$ cat src/rtl/unison_wavetable_oscillator_core_defines.svh
// Assertion macros shared by the oscillator RTL.
// Uses the clock and reset names of the module that expands them.
`ifndef UNISON_WAVETABLE_OSCILLATOR_CORE_DEFINES_SVH
`define UNISON_WAVETABLE_OSCILLATOR_CORE_DEFINES_SVH

// Same-cycle implication.
`define UWO_ASSERT_NOW(lbl, ante, cons, msg) \
   lbl: assert property (@(posedge clock) disable iff (reset) (ante) |-> (cons)) \
      else $error(msg);

// Next-cycle implication.
`define UWO_ASSERT_NEXT(lbl, ante, cons, msg) \
   lbl: assert property (@(posedge clock) disable iff (reset) (ante) |=> (cons)) \
      else $error(msg);

`endif

$ cat src/rtl/uwo_pkg.sv
// Constants, codes and types of the unison wavetable oscillator.
// Used by the controller, the datapath and the top level.
`timescale 1ns / 1ps
package uwo_pkg;
   localparam int TABLE_DEPTH = 1024;
   localparam int ADDR_BITS   = $clog2(TABLE_DEPTH);
   localparam int LEN_BITS    = ADDR_BITS + 1;
   localparam int MAX_VOICES  = 8;
   localparam int VOICE_BITS  = $clog2(MAX_VOICES);
   localparam int NV_BITS     = VOICE_BITS + 1;
   localparam int SAMPLE_BITS = 16;
   localparam int FRAC_BITS   = 16;
   localparam int SPAN_BITS   = LEN_BITS + FRAC_BITS;
   localparam int PHASE_BITS  = SPAN_BITS - 1;
   localparam int FACTOR_BITS = 32;
   localparam int PROD_BITS   = 58;
   localparam int INC_BITS    = PROD_BITS - 30;
   localparam int TERM_BITS   = SAMPLE_BITS + FRAC_BITS + 2;
   localparam int ACC_BITS    = TERM_BITS + VOICE_BITS;
   localparam int QUO_BITS    = ACC_BITS - FRAC_BITS;
   localparam int MOD_STEPS   = LEN_BITS;
   localparam int STEP_BITS   = 5;

   localparam logic [1:0] OP_TICK  = 2'd0;
   localparam logic [1:0] OP_TABLE = 2'd1;
   localparam logic [1:0] OP_RATIO = 2'd2;
   localparam logic [1:0] OP_CLEAR = 2'd3;

   localparam logic [2:0] REG_BASE   = 3'd0;
   localparam logic [2:0] REG_DETUNE = 3'd1;
   localparam logic [2:0] REG_VOICES = 3'd2;
   localparam logic [2:0] REG_INTERP = 3'd3;
   localparam logic [2:0] REG_LENGTH = 3'd4;

   localparam logic [3:0] CMD_NONE   = 4'd0;
   localparam logic [3:0] CMD_ACCEPT = 4'd1;
   localparam logic [3:0] CMD_PROD   = 4'd2;
   localparam logic [3:0] CMD_MUL    = 4'd3;
   localparam logic [3:0] CMD_ADD    = 4'd4;
   localparam logic [3:0] CMD_SUB    = 4'd5;
   localparam logic [3:0] CMD_MOD    = 4'd6;
   localparam logic [3:0] CMD_RDA    = 4'd7;
   localparam logic [3:0] CMD_RDB    = 4'd8;
   localparam logic [3:0] CMD_MULT   = 4'd9;
   localparam logic [3:0] CMD_ACC    = 4'd10;
   localparam logic [3:0] CMD_DIVI   = 4'd11;
   localparam logic [3:0] CMD_DIV    = 4'd12;
   localparam logic [3:0] CMD_FIN    = 4'd13;

   typedef struct packed {
      logic [3:0]            op;
      logic [VOICE_BITS-1:0] voice;
      logic [3:0]            shift;
   } cmd_type;

   typedef struct packed {
      logic req_tick;
      logic len_zero;
      logic ph_ge_span;
      logic voice_last;
      logic out_free;
   } status_type;
endpackage

$ cat src/rtl/uwo_ctrl.sv
// Sequencer of the oscillator: walks the voices, the phase reduction and the divider.
// Depends on uwo_pkg; commands uwo_datapath.
`timescale 1ns / 1ps
module uwo_ctrl import uwo_pkg::*; (
   input  logic       clock,
   input  logic       reset,
   input  logic       req_tvalid,
   output logic       req_tready,
   input  status_type status,
   output cmd_type    cmd
);
   localparam logic [3:0] S_IDLE = 4'd0;
   localparam logic [3:0] S_PROD = 4'd1;
   localparam logic [3:0] S_MUL  = 4'd2;
   localparam logic [3:0] S_ADD  = 4'd3;
   localparam logic [3:0] S_SUB  = 4'd4;
   localparam logic [3:0] S_CHK  = 4'd5;
   localparam logic [3:0] S_MOD  = 4'd6;
   localparam logic [3:0] S_RDA  = 4'd7;
   localparam logic [3:0] S_RDB  = 4'd8;
   localparam logic [3:0] S_MULT = 4'd9;
   localparam logic [3:0] S_ACC  = 4'd10;
   localparam logic [3:0] S_DIVI = 4'd11;
   localparam logic [3:0] S_DIV  = 4'd12;
   localparam logic [3:0] S_FIN  = 4'd13;

   logic [3:0]            state_ff, state_in;
   logic [VOICE_BITS-1:0] voice_ff, voice_in;
   logic [STEP_BITS-1:0]  step_ff, step_in;

   always_comb begin
      state_in  = state_ff;
      voice_in  = voice_ff;
      step_in   = step_ff;
      cmd.op    = CMD_NONE;
      cmd.voice = voice_ff;
      cmd.shift = step_ff[3:0];
      case (state_ff)
         S_IDLE: begin
            if (req_tvalid) begin
               cmd.op = CMD_ACCEPT;
               if (status.req_tick) begin
                  voice_in = '0;
                  state_in = status.len_zero ? S_FIN : S_PROD;
               end
            end
         end
         S_PROD: begin
            cmd.op = CMD_PROD;
            state_in = S_MUL;
         end
         S_MUL: begin
            cmd.op = CMD_MUL;
            state_in = S_ADD;
         end
         S_ADD: begin
            cmd.op = CMD_ADD;
            state_in = S_SUB;
         end
         S_SUB: begin
            cmd.op = CMD_SUB;
            state_in = S_CHK;
         end
         S_CHK: begin
            step_in = STEP_BITS'(MOD_STEPS - 1);
            state_in = status.ph_ge_span ? S_MOD : S_RDA;
         end
         S_MOD: begin
            cmd.op = CMD_MOD;
            if (step_ff == '0) begin
               state_in = S_RDA;
            end else begin
               step_in = step_ff - 1'b1;
            end
         end
         S_RDA: begin
            cmd.op = CMD_RDA;
            state_in = S_RDB;
         end
         S_RDB: begin
            cmd.op = CMD_RDB;
            state_in = S_MULT;
         end
         S_MULT: begin
            cmd.op = CMD_MULT;
            state_in = S_ACC;
         end
         S_ACC: begin
            cmd.op = CMD_ACC;
            if (status.voice_last) begin
               state_in = S_DIVI;
            end else begin
               voice_in = voice_ff + 1'b1;
               state_in = S_PROD;
            end
         end
         S_DIVI: begin
            cmd.op = CMD_DIVI;
            step_in = STEP_BITS'(QUO_BITS - 1);
            state_in = S_DIV;
         end
         S_DIV: begin
            cmd.op = CMD_DIV;
            if (step_ff == '0) begin
               state_in = S_FIN;
            end else begin
               step_in = step_ff - 1'b1;
            end
         end
         S_FIN: begin
            if (status.out_free) begin
               cmd.op = CMD_FIN;
               state_in = S_IDLE;
            end
         end
         default: state_in = S_IDLE;
      endcase
   end

   always_ff @(posedge clock) begin
      if (reset) begin
         state_ff <= S_IDLE;
         voice_ff <= '0;
         step_ff  <= '0;
      end else begin
         state_ff <= state_in;
         voice_ff <= voice_in;
         step_ff  <= step_in;
      end
   end

   assign req_tready = (state_ff == S_IDLE);
endmodule

$ cat config.mk
export PLATFORM = sky130hd
export DESIGN_NAME = uwo_ctrl
export DESIGN_NICKNAME = d
export VERILOG_FILES = /design/src/rtl/unison_wavetable_oscillator_core_defines.svh /design/src/rtl/uwo_pkg.sv /design/src/rtl/uwo_ctrl.sv
export SDC_FILE = /design/constraint.sdc
export NUM_CORES = 1
export LEC_CHECK = 0
export BUFFER_PORTS_ARGS = -buffer_cell sky130_fd_sc_hd__buf_4
export CAP_MARGIN = 15
export CORE_ASPECT_RATIO = 0.75
export CORE_MARGIN = 2
export CORE_UTILIZATION = 56
export CTS_BUF_LIST = sky130_fd_sc_hd__clkbuf_4 sky130_fd_sc_hd__clkbuf_8
export CTS_CLUSTER_SIZE = 24
export DETAILED_ROUTE_END_ITERATION = 10
export GPL_TIMING_DRIVEN = 1
export HOLD_SLACK_MARGIN = 0.1
export PLACE_DENSITY_LB_ADDON = 0.12
export SLEW_MARGIN = 20
export SYNTH_ARGS = -nofsm -noshare
export SYNTH_HDL_FRONTEND = slang
export SYNTH_SLANG_ARGS = --single-unit
export TNS_END_PERCENT = 100
$ cat constraint.sdc
create_clock -name clock -period 1.9 [get_ports clock]
set_clock_uncertainty 0.05 [all_clocks]
set_input_delay 0.19 -clock clock [delete_from_list [all_inputs] [get_ports clock]]
set_output_delay 0.19 -clock clock [all_outputs]
set_load 0.03 [all_outputs]
==> flow_summary.ini <==
[floorplan]
chipHeight_um = 40.62
core_sq_um = 1708
rows = 13
start_util_pct = 58.61
die-area_sq_um = 2145
io_pins = 20
die_x_um = 52.82

[logic_synthesis]
ys_warn_count = 0
synth_most_common_cell = dfxtp_1
ys_top_cells_by_count = dfxtp_1, nor2_1, a21oi_1, inv_1, o21ai_0
synth_top_area_cell = dfxtp_1
synth.avg_cell_area_sq_um = 8.008
ys_seq_area_share_pct = 24.00
synth_edf_count = 0
syn-num-nets = 136
synth_area_leaders = dfxtp_1, a21oi_1, buf_4
synth_cell_types = 52
netlist_instances = 125
synth_ff_type = dfxtp_1
yosysTopAreaCellShare_pct = 24.00
async_flop_share_pct = 0
synth_area_sq_um = 1001
ys_seq_elements = 12

[route]
remaining_drc_errors = 0
vias_per_cell = 5.753
wl_per_cell_um = 13.35
antenna_left = 0
via_count = 955
drt-pass1-iter-count = 4
drt_iter0_markers = 22
wl_um = 2216

[pwr]
leakagePower_nw = 0.4930
cellPowerDensity_nw_per_um2 = 1506
p_switching_mw = 0.8659
peakVddDrop_uv = 881.0
power.total_mw = 1.788
p_seq_share_pct = 23.3
internal_power_mw = 0.9225
power_switching_share_pct = 48.42
clkPwrFrac_pct = 8.6
pwr-share-comb_pct = 68.1

[sta]
tns_ns = 0
setup_violations = 0
finalCritPeriodShare_pct = 94.42
period_needed_ns = 1.794
drv_slew = 0
slew-limit-headroom_pct = 77.83
rsz0062_at_grt = no
worst_pin_slew_ns = 0.3326
fmax_mhz = 557.4
whs_ns = 0.1328
finalWorstSetupSlack_ns = 0.1060
timing.final.hold_violations = 0

[placed_design]
portBuffers = 19
place_ws_ns = 0.1834
dpl.cell_count = 163
gp_congestion = 0.8279
place_hpwl_um = 1741
place_area_sq_um = 1162

[critical_path]
path_max_fanout = 10
start_kind = register
critical_path.endpoint_type = output pin
critical_path_required_ns = 1.66
worst-setup-path-type = register to output pin
critPathArrivalTime_ns = 1.55

[finish]
n_antenna_cell = 0
final_layout_size_suffix_gt1_share_pct = 29.86
fin_util_pct = 69.52
nets = 157
fillers = 149
stdcell_count = 166
stdcell_area_sq_um = 1187
seqCellArea_sq_um = 242.7
syn2layout_area_growth_pct = 18.63
multi_input_area_sq_um = 650.6

[worst_hold_path]
hold_class = input port to register

[grt]
use_met1_pct = 32.89
grt_pass1_vias = 771
grt_antenna_before_repair = 0
grt.met3_usage_pct = 7.299
grt_pass1_wl_um = 3636
grt_usage_pct = 24.21
top_usage_layer = met2
grt_max_degree = 17
overflow = 0
use_met2_pct = 40.00

[status]
outcome = finished, final reports clean

[clocking]
cts-buffers-inserted = 3
cts-root-buf = clkbuf_4
clockBufferDepth = 2
cts_tree = done
clk_pin_slew_ns = 0.07
postCtsHoldBufs = 0
clkSinkCount = 12
clk-insertion-delay-late_ns = 0.27
h-tree-depth = 1

[job]
maxCapViolCount = 0
[path summary, 6_finish.rpt]
kind                                  start          end  slack (ns)  cells after the start
worst max register to register   step_ff[0]  state_ff[2]        0.20                      6
worst min register to register   step_ff[0]   step_ff[0]        0.45                      2
worst max-delay path            state_ff[3]       cmd[9]        0.11                      5
worst min-delay path                  reset  state_ff[3]        0.13                      2
[per-layer routing]
layer | wire [um] | part of all wire, %
met1 | 1095 | 49
met5 | 0 | 0
met2 | 997 | 45
met3 | 123 | 5.6
met4 | 0 | 0
[power groups by stage]
| stage | combinational [mW] | sequential (mW) | clock (mW) |
|---|---|---|---|
| final | 1.22 | 0.417 | 0.154 |
| after global routing | 1.34 | 0.435 | 0.165 |
| after CTS | 1.22 | 0.413 | 0.157 |
| after detailed placement | 1.21 | 0.418 | 0 |
| after global placement | 1.19 | 0.413 | 0 |
| after floorplan | 0.943 | 0.362 | 0 |
[kinds of logic (layout without fill, tap and decap cells)]
| kind of cell | after synthesis | count (layout) | share of synthesized area (%) |
|---|---|---|---|
| buf+inv | 21 | 40 | 11.00 |
| mux | 1 | 1 | 1.000 |
| xor+xnor | 3 | 3 | 4.501 |
| flops | 12 | 12 | 24.00 |
| fa+ha+maj | 3 | 3 | 3.750 |
| simple gates | 48 | 48 | 30.63 |
| compound gates | 37 | 37 | 25.12 |
[flip-flops by register name (all words and copies together), names as in the netlist]
name / flops
state_ff: 4
step_ff: 5
voice_ff: 3
[critical path: stages (launching register included)]
cell and delay [ns]:
dfxtp_2 0.44, inv_2 0.11, or3_1 0.36, o21ai_0 0.08, o2bb2ai_1 0.13, buf_4 0.17
[area by class of cell]
type / instances / area share (%)
Multi-Input combinational cell: 92 / 54.79
Timing Repair Buffer: 28 / 17.70
Clock buffer: 3 / 1.897
Tap cell: 22 / 2.318
Sequential cell: 12 / 20.44
Inverter: 9 / 2.845
[timing repair]
item / CTS / global route
setup buffers: 0 / 0
resized for setup: 1 / 1
pin swaps: 0 / 0
endpoints found under the setup margin: 1 / 1
[cell usage in the layout (no fill, tap or decap), drive strengths merged, types with 3 or more instances in the layout]
cell type / synthesis / final
a21oi: 9 / 9
a31oi: 5 / 5
and3: 4 / 4
buf: 8 / 28
clkbuf: 4 / 3
dfxtp: 12 / 12
ha: 3 / 3
inv: 8 / 8
nand2: 6 / 6
nand2b: 4 / 4
nand3: 4 / 4
nor2: 10 / 10
nor3: 3 / 3
o21ai: 8 / 8
(Power assumes the default switching activity.)
